File: config.mk
export PLATFORM = sky130hd
export DESIGN_NAME = yaw_offset_calibrator
export DESIGN_NICKNAME = d
export VERILOG_FILES = /design/src/yoc_pkg.sv /design/src/yaw_offset_calibrator.sv /design/src/yoc_ctrl.sv /design/src/yoc_dp.sv
export SDC_FILE = /design/constraint.sdc
export NUM_CORES = 2
export LEC_CHECK = 0
export BUFFER_PORTS_ARGS = -buffer_cell sky130_fd_sc_hd__buf_2
export CAP_MARGIN = 20
export CORE_ASPECT_RATIO = 0.75
export CORE_MARGIN = 5
export CORE_UTILIZATION = 30
export CTS_CLUSTER_DIAMETER = 40
export DETAILED_ROUTE_END_ITERATION = 12
export GPL_TIMING_DRIVEN = 0
export PLACE_DENSITY = 0.56
export SYNTH_ARGS = -nofsm -noshare
export SYNTH_HDL_FRONTEND = slang
export SYNTH_SLANG_ARGS = --single-unit
export TNS_END_PERCENT = 50
File: constraint.sdc
create_clock -name clock -period 19.8 [get_ports clock]
set_clock_uncertainty 0.05 [all_clocks]
set_input_delay 3.96 -clock clock [delete_from_list [all_inputs] [get_ports clock]]
set_output_delay 3.96 -clock clock [all_outputs]
set_load 0.03 [all_outputs]
File: src/yoc_pkg.sv
// Shared constants, types and CORDIC table for the yaw offset calibrator.
// No dependencies.
package yoc_pkg;

   localparam int DELAY_DEPTH_DEF = 5;
   localparam int ANGLE_BITS_DEF  = 16;
   localparam int CSTEPS          = 16;
   localparam int UNIT_START      = 9949;
   localparam int SUM_BITS        = 21;

   localparam logic [2:0] CSR_ALWAYS   = 3'd0;
   localparam logic [2:0] CSR_MISMATCH = 3'd1;
   localparam logic [2:0] CSR_STILL    = 3'd2;
   localparam logic [2:0] CSR_QUALIFY  = 3'd3;
   localparam logic [2:0] CSR_REST     = 3'd4;

   // controller to datapath
   typedef struct packed {
      logic load;       // capture beat, run qualifiers
      logic rot_start;  // start rotation CORDIC
      logic rot_sel;    // 0 imu, 1 vision
      logic acc_add;    // add rotated vector to sums
      logic vec_start;  // start vectoring CORDIC
      logic vec_sel;    // 0 vision sums, 1 imu sums
      logic vec_store;  // store vision angle
      logic finish;     // commit tick, build result
   } cmd_type;

   // datapath to controller
   typedef struct packed {
      logic do_acc;
      logic do_upd;
      logic cordic_done;
   } status_type;

   function automatic logic [31:0] atan_entry(input logic [3:0] i);
      logic [31:0] r;
      case (i)
         4'd0:  r = 32'd536870912;
         4'd1:  r = 32'd316933406;
         4'd2:  r = 32'd167458907;
         4'd3:  r = 32'd85004756;
         4'd4:  r = 32'd42667331;
         4'd5:  r = 32'd21354465;
         4'd6:  r = 32'd10679838;
         4'd7:  r = 32'd5340245;
         4'd8:  r = 32'd2670163;
         4'd9:  r = 32'd1335087;
         4'd10: r = 32'd667544;
         4'd11: r = 32'd333772;
         4'd12: r = 32'd166886;
         4'd13: r = 32'd83443;
         4'd14: r = 32'd41722;
         4'd15: r = 32'd20861;
         default: r = 32'd0;
      endcase
      return r;
   endfunction

endpackage

File: src/yaw_offset_calibrator.sv
// Top level of the yaw offset calibrator: controller plus datapath.
// Depends on yoc_pkg, yoc_ctrl and yoc_dp.
//
// One beat in, one beat out. A beat with no sum due passes the qualify,
// decide and finish states only; a beat while unit vectors are accumulated
// takes two 16-step rotation passes of the shared CORDIC, and an offset
// update takes two 16-step vectoring passes. The CORDIC iterates one step a
// cycle and is the rate limit. A new beat is taken once the previous result
// has been handed on or is still waiting with rsp_stall low. Registers are
// written on csr_write and must only change while the block is idle.
module yaw_offset_calibrator
   import yoc_pkg::*;
#(
   parameter int DELAY_DEPTH = DELAY_DEPTH_DEF,
   parameter int ANGLE_BITS  = ANGLE_BITS_DEF
)(
   input  logic               clock,
   input  logic               reset,
   input  logic               req_valid,
   output logic               req_stall,
   input  logic signed [15:0] req_imu_yaw,
   input  logic signed [15:0] req_vision_yaw,
   input  logic               req_vision_valid,
   output logic               rsp_valid,
   input  logic               rsp_stall,
   output logic signed [15:0] rsp_corrected_yaw,
   output logic               rsp_mismatch_flag,
   output logic               rsp_still_flag,
   output logic               rsp_offset_updated,
   input  logic               csr_write,
   input  logic [2:0]         csr_index,
   input  logic [14:0]        csr_data
);
   cmd_type    cmd;
   status_type sts;

   // sequencer
   yoc_ctrl u_ctrl (
      .clock, .reset, .req_valid, .req_stall, .rsp_valid, .rsp_stall,
      .sts, .cmd
   );

   // arithmetic and state
   yoc_dp #(.DELAY_DEPTH(DELAY_DEPTH), .ANGLE_BITS(ANGLE_BITS)) u_dp (
      .clock, .reset, .cmd, .sts, .csr_write, .csr_index, .csr_data,
      .req_imu_yaw, .req_vision_yaw, .req_vision_valid,
      .rsp_corrected_yaw, .rsp_mismatch_flag, .rsp_still_flag,
      .rsp_offset_updated
   );
endmodule

File: src/yoc_ctrl.sv
// Sequencer for the yaw offset calibrator.
// Depends on yoc_pkg.
module yoc_ctrl
   import yoc_pkg::*;
(
   input  logic       clock,
   input  logic       reset,
   input  logic       req_valid,
   output logic       req_stall,
   output logic       rsp_valid,
   input  logic       rsp_stall,
   input  status_type sts,
   output cmd_type    cmd
);
   typedef enum logic [3:0] {
      S_IDLE, S_QUAL, S_DECIDE, S_ROT_I, S_ROT_I_W, S_ROT_V, S_ROT_V_W,
      S_VEC_V, S_VEC_V_W, S_VEC_I, S_VEC_I_W, S_FIN
   } state_type;

   state_type state_ff, state_in;
   logic      rsp_valid_ff, rsp_valid_in;

   assign req_stall = (state_ff != S_IDLE) || (rsp_valid_ff && rsp_stall);
   assign rsp_valid = rsp_valid_ff;

   always_comb begin
      state_in     = state_ff;
      rsp_valid_in = rsp_valid_ff && rsp_stall;
      cmd          = '0;
      case (state_ff)
         S_IDLE: begin
            if (req_valid && !req_stall) begin
               cmd.load = 1'b1;
               state_in = S_QUAL;
            end
         end
         // qualifiers commit at the end of this cycle
         S_QUAL: begin
            state_in = S_DECIDE;
         end
         S_DECIDE: begin
            if (sts.do_acc) begin
               cmd.rot_start = 1'b1;
               state_in = S_ROT_I_W;
            end else if (sts.do_upd) begin
               cmd.vec_start = 1'b1;
               state_in = S_VEC_V_W;
            end else begin
               state_in = S_FIN;
            end
         end
         S_ROT_I_W: if (sts.cordic_done) begin
            cmd.acc_add = 1'b1;
            state_in = S_ROT_V;
         end
         S_ROT_V: begin
            cmd.rot_start = 1'b1;
            cmd.rot_sel   = 1'b1;
            state_in = S_ROT_V_W;
         end
         S_ROT_V_W: begin
            cmd.rot_sel = 1'b1;
            if (sts.cordic_done) begin
               cmd.acc_add = 1'b1;
               state_in = S_FIN;
            end
         end
         S_VEC_V_W: if (sts.cordic_done) begin
            cmd.vec_store = 1'b1;
            state_in = S_VEC_I;
         end
         S_VEC_I: begin
            cmd.vec_start = 1'b1;
            cmd.vec_sel   = 1'b1;
            state_in = S_VEC_I_W;
         end
         S_VEC_I_W: if (sts.cordic_done) state_in = S_FIN;
         S_FIN: begin
            cmd.finish   = 1'b1;
            rsp_valid_in = 1'b1;
            state_in     = S_IDLE;
         end
         default: state_in = S_IDLE;
      endcase
   end

   always_ff @(posedge clock) begin
      if (reset) begin
         state_ff     <= S_IDLE;
         rsp_valid_ff <= 1'b0;
      end else begin
         state_ff     <= state_in;
         rsp_valid_ff <= rsp_valid_in;
      end
   end
endmodule

File: src/yoc_dp.sv
// Datapath: qualifiers, delay line, shared CORDIC, sums and offset.
// Depends on yoc_pkg.
module yoc_dp
   import yoc_pkg::*;
#(
   parameter int DELAY_DEPTH = DELAY_DEPTH_DEF,
   parameter int ANGLE_BITS  = ANGLE_BITS_DEF
)(
   input  logic               clock,
   input  logic               reset,
   input  cmd_type            cmd,
   output status_type         sts,
   input  logic               csr_write,
   input  logic [2:0]         csr_index,
   input  logic [14:0]        csr_data,
   input  logic signed [15:0] req_imu_yaw,
   input  logic signed [15:0] req_vision_yaw,
   input  logic               req_vision_valid,
   output logic signed [15:0] rsp_corrected_yaw,
   output logic               rsp_mismatch_flag,
   output logic               rsp_still_flag,
   output logic               rsp_offset_updated
);
   localparam int AB = ANGLE_BITS;
   localparam int PW = (DELAY_DEPTH > 1) ? $clog2(DELAY_DEPTH) : 1;
   localparam logic [AB-1:0] AHALF = {1'b1, {(AB-1){1'b0}}};
   localparam int CW = 34;  // CORDIC x/y width: sum*256 < 2^30, growth ok
   localparam logic [PW-1:0] PLAST = PW'(DELAY_DEPTH - 1);

   typedef logic [AB-1:0] ang_type;

   // configuration
   logic        always_ff_r;
   logic [14:0] mth_ff, sth_ff;
   logic [3:0]  qlim_ff;
   logic [4:0]  rest_ff;

   always_ff @(posedge clock) begin
      if (reset) begin
         always_ff_r <= 1'b1;
         mth_ff      <= 15'd182;
         sth_ff      <= 15'd104;
         qlim_ff     <= 4'd10;
         rest_ff     <= 5'd20;
      end else if (csr_write) begin
         case (csr_index)
            CSR_ALWAYS:   always_ff_r <= csr_data[0];
            CSR_MISMATCH: mth_ff      <= csr_data;
            CSR_STILL:    sth_ff      <= csr_data;
            CSR_QUALIFY:  qlim_ff     <= csr_data[3:0];
            CSR_REST:     rest_ff     <= csr_data[4:0];
            default: ;
         endcase
      end
   end

   function automatic ang_type wmag(input ang_type d);
      return (d >= AHALF) ? ang_type'(~d + 1'b1) : d;
   endfunction

   // captured beat
   ang_type imu_ff, vis_ff;
   logic    valid_ff;
   always_ff @(posedge clock) begin
      if (cmd.load) begin
         imu_ff   <= ang_type'(req_imu_yaw);
         vis_ff   <= ang_type'(req_vision_yaw);
         valid_ff <= req_vision_valid;
      end
   end

   // state
   ang_type         offset_ff, sref_ff;
   ang_type         dline_ff [DELAY_DEPTH];
   logic [PW-1:0]   dptr_ff;
   logic [4:0]      rcnt_ff;
   logic [3:0]      mcnt_ff, scnt_ff;
   logic            mst_ff, sst_ff, mflag_ff, upd_ff;
   logic signed [SUM_BITS-1:0] isc_ff, iss_ff, vsc_ff, vss_ff;
   logic            do_acc_ff, do_upd_ff;
   ang_type         av_ff;

   // qualifiers, evaluated from registered state in the cycle after load
   logic            qual_ff;
   ang_type         mdiff, sdiff;
   logic            mbig, sclose;
   logic [4:0]      mn, sn;
   logic [4:0]      rs;
   logic            mflag, sflag;
   logic            mst_n, sst_n, sref_upd;

   always_comb begin
      mdiff = vis_ff - (dline_ff[dptr_ff] + offset_ff);
      sdiff = sref_ff - imu_ff;
      mbig   = wmag(mdiff) > ang_type'(mth_ff);
      sclose = wmag(sdiff) < ang_type'(sth_ff);
      mst_n  = mst_ff;
      mn     = mbig ? {1'b0, mcnt_ff} + 5'd1 : 5'd0;
      if (!mbig) mst_n = 1'b0;
      if (mn > {1'b0, qlim_ff}) begin
         mn = 5'd0; mst_n = 1'b1;
      end
      mflag = always_ff_r ? 1'b1 : mst_n;
      sst_n = sst_ff;
      sref_upd = !sclose;
      sn    = sclose ? {1'b0, scnt_ff} + 5'd1 : 5'd0;
      if (!sclose) sst_n = 1'b0;
      if (sn > {1'b0, qlim_ff}) begin
         sn = 5'd0; sst_n = 1'b1; sref_upd = 1'b1;
      end
      sflag = sst_n;
      rs    = (rest_ff > 5'd30) ? 5'd30 : rest_ff;
   end

   // shared CORDIC: rotation or vectoring
   logic signed [CW-1:0] cx_ff, cy_ff;
   logic [31:0]          cz_ff;
   logic [3:0]           ci_ff;
   logic                 cbusy_ff, cmode_ff, cdone_ff, czero_ff;
   logic signed [CW-1:0] shx, shy, rx, ry;
   logic [31:0]          rz, za;
   logic                 dir;
   logic signed [SUM_BITS-1:0] vx, vy;
   ang_type              vec_ang;

   always_comb begin
      shx = cx_ff >>> ci_ff;
      shy = cy_ff >>> ci_ff;
      za  = atan_entry(ci_ff);
      dir = cmode_ff ? !(cy_ff > 0) : !cz_ff[31];
      // dir=1: x-=y, y+=x
      rx  = dir ? cx_ff - shy : cx_ff + shy;
      ry  = dir ? cy_ff + shx : cy_ff - shx;
      if (cmode_ff) rz = dir ? cz_ff - za : cz_ff + za;
      else          rz = dir ? cz_ff - za : cz_ff + za;
      vec_ang = czero_ff ? '0 :
         ang_type'((cz_ff + (32'd1 << (31 - AB))) >> (32 - AB));
   end

   // rotated result with quadrant fix
   logic [1:0]           rq_ff;
   logic signed [CW-1:0] ox, oy;
   always_comb begin
      case (rq_ff)
         2'd1:    begin ox = -cy_ff; oy = cx_ff;  end
         2'd2:    begin ox = -cx_ff; oy = -cy_ff; end
         2'd3:    begin ox = cy_ff;  oy = -cx_ff; end
         default: begin ox = cx_ff;  oy = cy_ff;  end
      endcase
   end

   ang_type rang;
   logic [31:0] rz0;
   logic signed [SUM_BITS-1:0] sx, sy;
   always_comb begin
      rang = cmd.rot_sel ? vis_ff : imu_ff;
      rz0  = {rang, {(32 - AB){1'b0}}};
      sx   = cmd.vec_sel ? isc_ff : vsc_ff;
      sy   = cmd.vec_sel ? iss_ff : vss_ff;
      vx   = sx;
      vy   = sy;
   end

   always_ff @(posedge clock) begin
      if (reset) begin
         cbusy_ff <= 1'b0;
         cdone_ff <= 1'b0;
      end else begin
         cdone_ff <= 1'b0;
         if (cmd.rot_start) begin
            cbusy_ff <= 1'b1;
            cmode_ff <= 1'b0;
            ci_ff    <= '0;
            cx_ff    <= CW'(UNIT_START);
            cy_ff    <= '0;
            cz_ff    <= {2'b00, rz0[29:0]};
            rq_ff    <= rz0[31:30];
         end else if (cmd.vec_start) begin
            cbusy_ff <= 1'b1;
            cmode_ff <= 1'b1;
            ci_ff    <= '0;
            czero_ff <= (vx == 0) && (vy == 0);
            if (vx < 0) begin
               cx_ff <= -(CW'(vx) <<< 8);
               cy_ff <= -(CW'(vy) <<< 8);
               cz_ff <= 32'h8000_0000;
            end else begin
               cx_ff <= CW'(vx) <<< 8;
               cy_ff <= CW'(vy) <<< 8;
               cz_ff <= '0;
            end
         end else if (cbusy_ff) begin
            cx_ff <= rx;
            cy_ff <= ry;
            cz_ff <= rz;
            ci_ff <= ci_ff + 4'd1;
            if (ci_ff == 4'(CSTEPS - 1)) begin
               cbusy_ff <= 1'b0;
               cdone_ff <= 1'b1;
            end
         end
      end
   end

   assign sts.do_acc      = do_acc_ff;
   assign sts.do_upd      = do_upd_ff;
   assign sts.cordic_done = cdone_ff;

   // qualifier commit, sums, offset
   always_ff @(posedge clock) begin
      if (reset) begin
         offset_ff <= '0;
         sref_ff   <= '0;
         dptr_ff   <= '0;
         rcnt_ff   <= '0;
         mcnt_ff   <= '0;
         scnt_ff   <= '0;
         mst_ff    <= 1'b0;
         sst_ff    <= 1'b0;
         isc_ff    <= '0;
         iss_ff    <= '0;
         vsc_ff    <= '0;
         vss_ff    <= '0;
         qual_ff   <= 1'b0;
         do_acc_ff <= 1'b0;
         do_upd_ff <= 1'b0;
         upd_ff    <= 1'b0;
         mflag_ff  <= 1'b0;
         for (int i = 0; i < DELAY_DEPTH; i++) dline_ff[i] <= '0;
      end else begin
         qual_ff <= cmd.load;
         if (qual_ff) begin
            if (!always_ff_r) begin
               mcnt_ff <= mn[3:0];
               mst_ff  <= mst_n;
            end
            mflag_ff <= mflag;
            scnt_ff  <= sn[3:0];
            sst_ff   <= sst_n;
            if (sref_upd) sref_ff <= imu_ff;
            upd_ff   <= 1'b0;
            if (mflag && sflag && valid_ff) begin
               do_acc_ff <= !(rcnt_ff > rs);
               do_upd_ff <= rcnt_ff > rs;
            end else begin
               do_acc_ff <= 1'b0;
               do_upd_ff <= 1'b0;
               rcnt_ff   <= '0;
               isc_ff <= '0; iss_ff <= '0; vsc_ff <= '0; vss_ff <= '0;
            end
         end
         if (cmd.acc_add) begin
            if (cmd.rot_sel) begin
               vsc_ff  <= vsc_ff + SUM_BITS'(ox);
               vss_ff  <= vss_ff + SUM_BITS'(oy);
               rcnt_ff <= rcnt_ff + 5'd1;
            end else begin
               isc_ff <= isc_ff + SUM_BITS'(ox);
               iss_ff <= iss_ff + SUM_BITS'(oy);
            end
         end
         if (cmd.vec_store) av_ff <= vec_ang;
         if (cmd.finish) begin
            if (do_upd_ff) begin
               offset_ff <= av_ff - vec_ang;
               rcnt_ff   <= '0;
               upd_ff    <= 1'b1;
               isc_ff <= '0; iss_ff <= '0; vsc_ff <= '0; vss_ff <= '0;
            end
            dline_ff[dptr_ff] <= imu_ff;
            dptr_ff <= (dptr_ff == PLAST) ? '0 : dptr_ff + 1'b1;
         end
      end
   end

   // result register
   always_ff @(posedge clock) begin
      if (cmd.finish) begin
         rsp_corrected_yaw  <= 16'(imu_ff + (do_upd_ff ? av_ff - vec_ang : offset_ff));
         rsp_mismatch_flag  <= mflag_ff;
         rsp_still_flag     <= sst_ff;
         rsp_offset_updated <= do_upd_ff;
      end
   end

   logic unused;
   assign unused = upd_ff;
endmodule

# Word-level counts from Yosys, hierarchy flattened
# Memories as Yosys holds them, arrays and structs flattened. A register that Yosys moved wholly into a read port is not among the register bits.
# Cells that the tools add are included.
op_classes:
  addsub: 27
  n_mul: 0
  div_mod_pow: 0
  n_lt_le_gt_ge: 10
  eq_ne: 22
  shifts: 2
  muxes: 107
  bitwise: 6
  reduce_logical: 37
op_table:
  columns: ["operator", "n"]
  rows:
  - ["$mux 21", 26]
  - ["$mux 34", 8]
  - ["$mux 32", 4]
  - ["$pmux 21 s3", 2]
  - ["$mux 16", 6]
  - ["$add 21x21->21", 4]
  - ["$add 34x34->34", 2]
  - ["$neg 29->34", 2]
  - ["$sshr 34x4->34", 2]
  - ["$sub 34x34->34", 2]
  - ["$logic_not 32->1", 2]
  - ["$sub 16x16->16", 3]
  - ["$mux 5", 9]
  - ["$neg 21->21", 2]
  - ["$mux 4", 10]
  - ["$gt 34x1->1 const B", 1]
  - ["$mux 1", 33]
  - ["$add 16x1->16 const B", 2]
  - ["$add 16x16->16", 2]
  - ["$add 32x16->32 const B", 1]
  - ["$add 32x32->32", 1]
  - ["$ge 16x16->1 const B", 2]
  - ["$not 16->16", 2]
  - ["$pmux 4 s8", 1]
  - ["40 further kinds", 82]
totals:
  regBits: 361
  latch_bits: 0
  ramBits: 80
  romBits: 480
  inputBits: 56
  memories: 2
memory_table:
  columns: ["memory", "depth", "width", "rd", "rd_clocked_by_memory_dff", "wr", "line_no", "rtl"]
  rows:
  - ["(name not given)", 16, 30, 1, 1, 0, "yoc_pkg.sv:38", "case (i)"]
  - ["u_dp.dline_ff", 5, 16, 1, 1, 5, "yoc_dp.sv:74", "ang_type dline_ff [DELAY_DEPTH];"]

# Longest topological paths before layout
logic_depth:
  ltp_word: 18
  mapped_depth: 38

# Modules after synthesis
# From an unflattened synthesis, not the netlist that was laid out.
hier_totals:
  cells_unflattened: 4552
  hier_area_um2: 41462.3
modules_own_cells:
  columns: ["module", "n_inst", "cells_each", "area_each_um2", "seq_area_each_um2"]
  rows:
  - ["yoc_dp", 1, 4499, 41033.1, 13392.8]
  - ["yoc_ctrl", 1, 53, 429.2, 100.1]

# Worst setup path after synthesis
# No wires, ideal clock.
synth_path:
  kind: "in2out"
  start: "input rsp_stall"
  end: "output req_stall"
  arrival_ns: 4.314
  t_required_ns: 15.790
  setup_slack_ns: 11.476
  path_stages: 2
  path_buffers: 0
  path_cell_list: "nand2_1 -> nand3_1"
synth_between:
  elab_chain_len: 2
synth_rtl:
  columns: ["item", "line_no", "rtl"]
  rows:
  - ["from (decl)", "yaw_offset_calibrator.sv:25", "input logic rsp_stall,"]
  - ["$logic_and 1x1->1", "yoc_ctrl.sv:23", "assign req_stall = (state_ff != S_IDLE) || (rsp_valid_ff && rsp_stall);"]
  - ["$logic_or 1x1->1", "yoc_ctrl.sv:23", null]
  - ["to (decl)", "yaw_offset_calibrator.sv:20", "output logic req_stall,"]
# No other way between the ends.

==> impl_metrics.tcl <==
set metrics [dict create \
    cts_buffers 89 \
    slew_violations 0 \
    worstPathArrival_ns 10.55 \
    peakVddDrop_uv 71.8 \
    drv_cap 0 \
    multi_input_area_um2 26900 \
    synth_mux_area_share_pct 10.1 \
    synth_top_area_cell "edfxtp_1" \
    clock_sinks 522 \
    wl_per_cell_um 23.3 \
    wirelength_um 156000 \
    htree_levels 3 \
    start_kind "register" \
    hold_path.class "register to register" \
    end_kind "register" \
    dp_hpwl_um 122000 \
    dieArea_um2 148000 \
    drtIter0Drc 4673 \
    io_buffer_count 76 \
    synth_edf_count 304 \
    status "finished, final reports clean" \
    finalSetupViolations 0 \
    fill_cells 14200 \
    synth_seq_cells 522 \
    max_slew.worst_pin.slew_ns 1.23 \
    yosysUniqueCellTypes 101 \
    core_um2 140000 \
    start_util_pct 30.1 \
    finalInstanceArea_um2 48100 \
    relSlewSlack_pct 18.0 \
    syn_nets 4969 \
    dieWidth_um 442 \
    yosys.area_share.simple_pct 15.6 \
    place_congestion 0.954 \
    internal_power_w 0.00310 \
    cts_max_path_buffers 3 \
    placed_area_um2 45000 \
    drc 0 \
    cpMaxStageDelayCell "buf_1" \
    switching_share_pct 39.7 \
    cts_setup_buffers 0 \
    path_buf_inv 5 \
    synthAdderAreaFrac_pct 10.2 \
    synth-main-ff-cell "edfxtp_1" \
    fin_tns_setup_ns 0 \
    die_h_um 334 \
    drive_gt1_share_pct 10.7 \
    syn2layout_area_growth_pct 14.5 \
    synth_top_family_by_area "compound AO/OA/AOI/OAI gates" \
    cp_data_required_time_ns 20.33 \
    clock.fmax_mhz 99.8 \
    worst_path_dominant_cell_family "compound AO/OA/AOI/OAI gates" \
    nets 5148 \
    cts_root_buffer "clkbuf_16" \
    track_usage_pct 20.2 \
    synth_xor_area_share_pct 8.83 \
    syn_inst 4584 \
    crit_fanout 10 \
    dr.pass1.iters 6 \
    via_count 37800 \
    insertion_delay_ns 0.70 \
    ant_nets 0 \
    antenna_found_initial 4 \
    yosys.area.top_type_share_pct 21.7 \
    netlist_area_um2 42000 \
    cts_tree "built" \
    yosys_warnings 0 \
    regArea_um2 13500 \
    clkPwrFrac_pct 31.3 \
    final_common_cell "nor2_1" \
    final_cell_mix "nor2_1 (367), nand2_1 (363), a21oi_1 (350)" \
    slowest_delay_ns 0.72 \
    synth-async-reset-ratio_pct 0 \
    rsz0062_at_grt "no" \
    boundaryPins 77 \
    fin_crit_sh_pct 50.6 \
    holdBufCountCts 0 \
    min_period_ns 10.02 \
    power_frac_seq_pct 27.1 \
    synth_compound_area_share_pct 19.0 \
    ctsResizeCount 0 \
    r2r_slack_ns 9.78 \
    comb_power_share_pct 41.6 \
    grt.overflow.total 0 \
    p_leak_nw 18.3 \
    grt_max_degree 59 \
    hold_viol_final 0 \
    clk_pin_slew_ns 0.06 \
    crit_type "register to register" \
    fp-row-count 119 \
    ys_top_cells_by_area "edfxtp_1 (22%), dfxtp_1 (10%), ha_1 (9.1%)" \
    power_switching_w 0.00204 \
    avgViaCountPerCell 5.63 \
    grt_pass1_wl_um 228000 \
    ys_seq_area_share_pct 32.1 \
    power_density_nw_per_um2 107 \
    first_global_vias 34600 \
    synth.avg_cell_area_um2 9.17 \
]
[synthesized netlist by cell type, types with 13 or more instances]
cell type,n
mux4_2,86
edfxtp_1,304
nor2_1,371
dfxtp_1,218
nor2b_1,53
xor2_1,183
clkbuf_1,160
inv_1,189
nand2b_1,55
nor4_1,59
nand4_1,25
and3_1,40
o22ai_1,28
o21ai_0,245
buf_1,27
a21o_1,80
or3_1,35
o21a_1,63
a211oi_1,45
nand3_1,72
nor3_1,166
mux2i_1,150
o31ai_1,28
a21oi_1,350
o211ai_1,38
a22o_1,83
mux2_2,69
buf_2,18
and2_1,29
a22oi_1,13
o41ai_1,19
fa_1,25
a31oi_1,41
ha_1,304
or2_2,37
o21bai_1,19
xnor2_1,238
nand2_1,363
[final cells by class]
cell class | count | area share, %
multi-input combinational | 3643 | 55.8
sequential | 522 | 28.0
clock buffer | 107 | 4.96
tap | 1875 | 4.87
buffer | 226 | 2.06
inverter | 193 | 1.51
clock inverter | 60 | 1.51
timing repair buffer | 88 | 1.19
antenna | 2 | 0.0104
[worst register-to-register path, delay by kind of cell, from the launching register on]
kind / cells / cell delay [ns]
buffers and inverters: 5 / 1.74
AOI/OAI and AO/OA: 13 / 2.95
DFF: 1 / 0.31
and+or+nand+nor: 10 / 1.68
muxes: 2 / 1.02
xor gates and xnor gates: 2 / 0.64
adders and majority gates: 4 / 1.51
[power by group through the flow]
| stage | logic [W] | registers, W | clock network, W |
|---|---|---|---|
| global placement | 0.00205 | 0.00141 | 0 |
| floorplan | 0.00157 | 0.00135 | 0 |
| global route | 0.00236 | 0.00140 | 0.00168 |
| detailed placement | 0.00210 | 0.00141 | 0 |
| CTS | 0.00211 | 0.00139 | 0.00163 |
| finish | 0.00214 | 0.00139 | 0.00161 |
[sequential cells by signal, indices dropped and copies added, names as in the netlist, 5 cells and up, named ones only]
register                cells
u_dp.av_ff                 16
u_dp.cx_ff                 34
u_dp.cy_ff                 34
u_dp.cz_ff                 32
u_dp.dline_ff             128
u_dp.imu_ff                16
u_dp.isc_ff                21
u_dp.iss_ff                21
u_dp.mth_ff                15
u_dp.offset_ff             16
u_dp.rcnt_ff                5
u_dp.rest_ff                5
u_dp.rsp_corrected_yaw     16
u_dp.sref_ff               16
u_dp.sth_ff                15
u_dp.vis_ff                16
u_dp.vsc_ff                21
u_dp.vss_ff                21
u_dp.za                    30
[cells by family (layout without fill, tap and decap cells)]
kind of cell,Yosys count,after routing
AND/OR/NAND/NOR,1370,1370
AO/OA/AOI/OAI,1216,1216
flip-flops,522,522
XOR/XNOR,422,422
buffers and inverters,419,674
adder cells (fa/ha/maj),329,329
multiplexers,306,306
other,0,2
[through the flow]
step	hold slack, ns	instances	setup WS (ns)	total power [W]	utilization [%]
after floorplan	0.359	4584	11.48	0.00292	-
after global placement	0.394	6535	9.88	0.00346	32.0
after detailed placement	0.398	6544	9.80	0.00351	32.2
final	0.402	6716	9.78	0.00514	34.4
after CTS	0.399	6711	9.76	0.00513	34.4
after global routing	0.421	6714	8.94	0.00544	34.4
[path summary, 6_finish.rpt]
kind                            cells past startpoint                            to                         start
worst max register to register                     36    u_dp.iss_ff[18]$_SDFF_PP0_                      register
worst min register to register                      2  u_dp.sth_ff[12]$_SDFFE_PP0P_  u_dp.sth_ff[12]$_SDFFE_PP0P_
worst max-delay path                               36    u_dp.iss_ff[18]$_SDFF_PP0_                      register
worst min-delay path                                2  u_dp.sth_ff[12]$_SDFFE_PP0P_  u_dp.sth_ff[12]$_SDFFE_PP0P_
[per-layer routing]
layer | global-route usage [%] | routed length [um] | vias up
met4 | 6.11 | 4780 | 4
met3 | 5.86 | 18400 | 251
met1 | 31.1 | 73900 | 18300
met5 | 0 | 23 | -
met2 | 26.5 | 59200 | 1813
li1 | - | - | 17400
(Power assumes the default switching activity.)
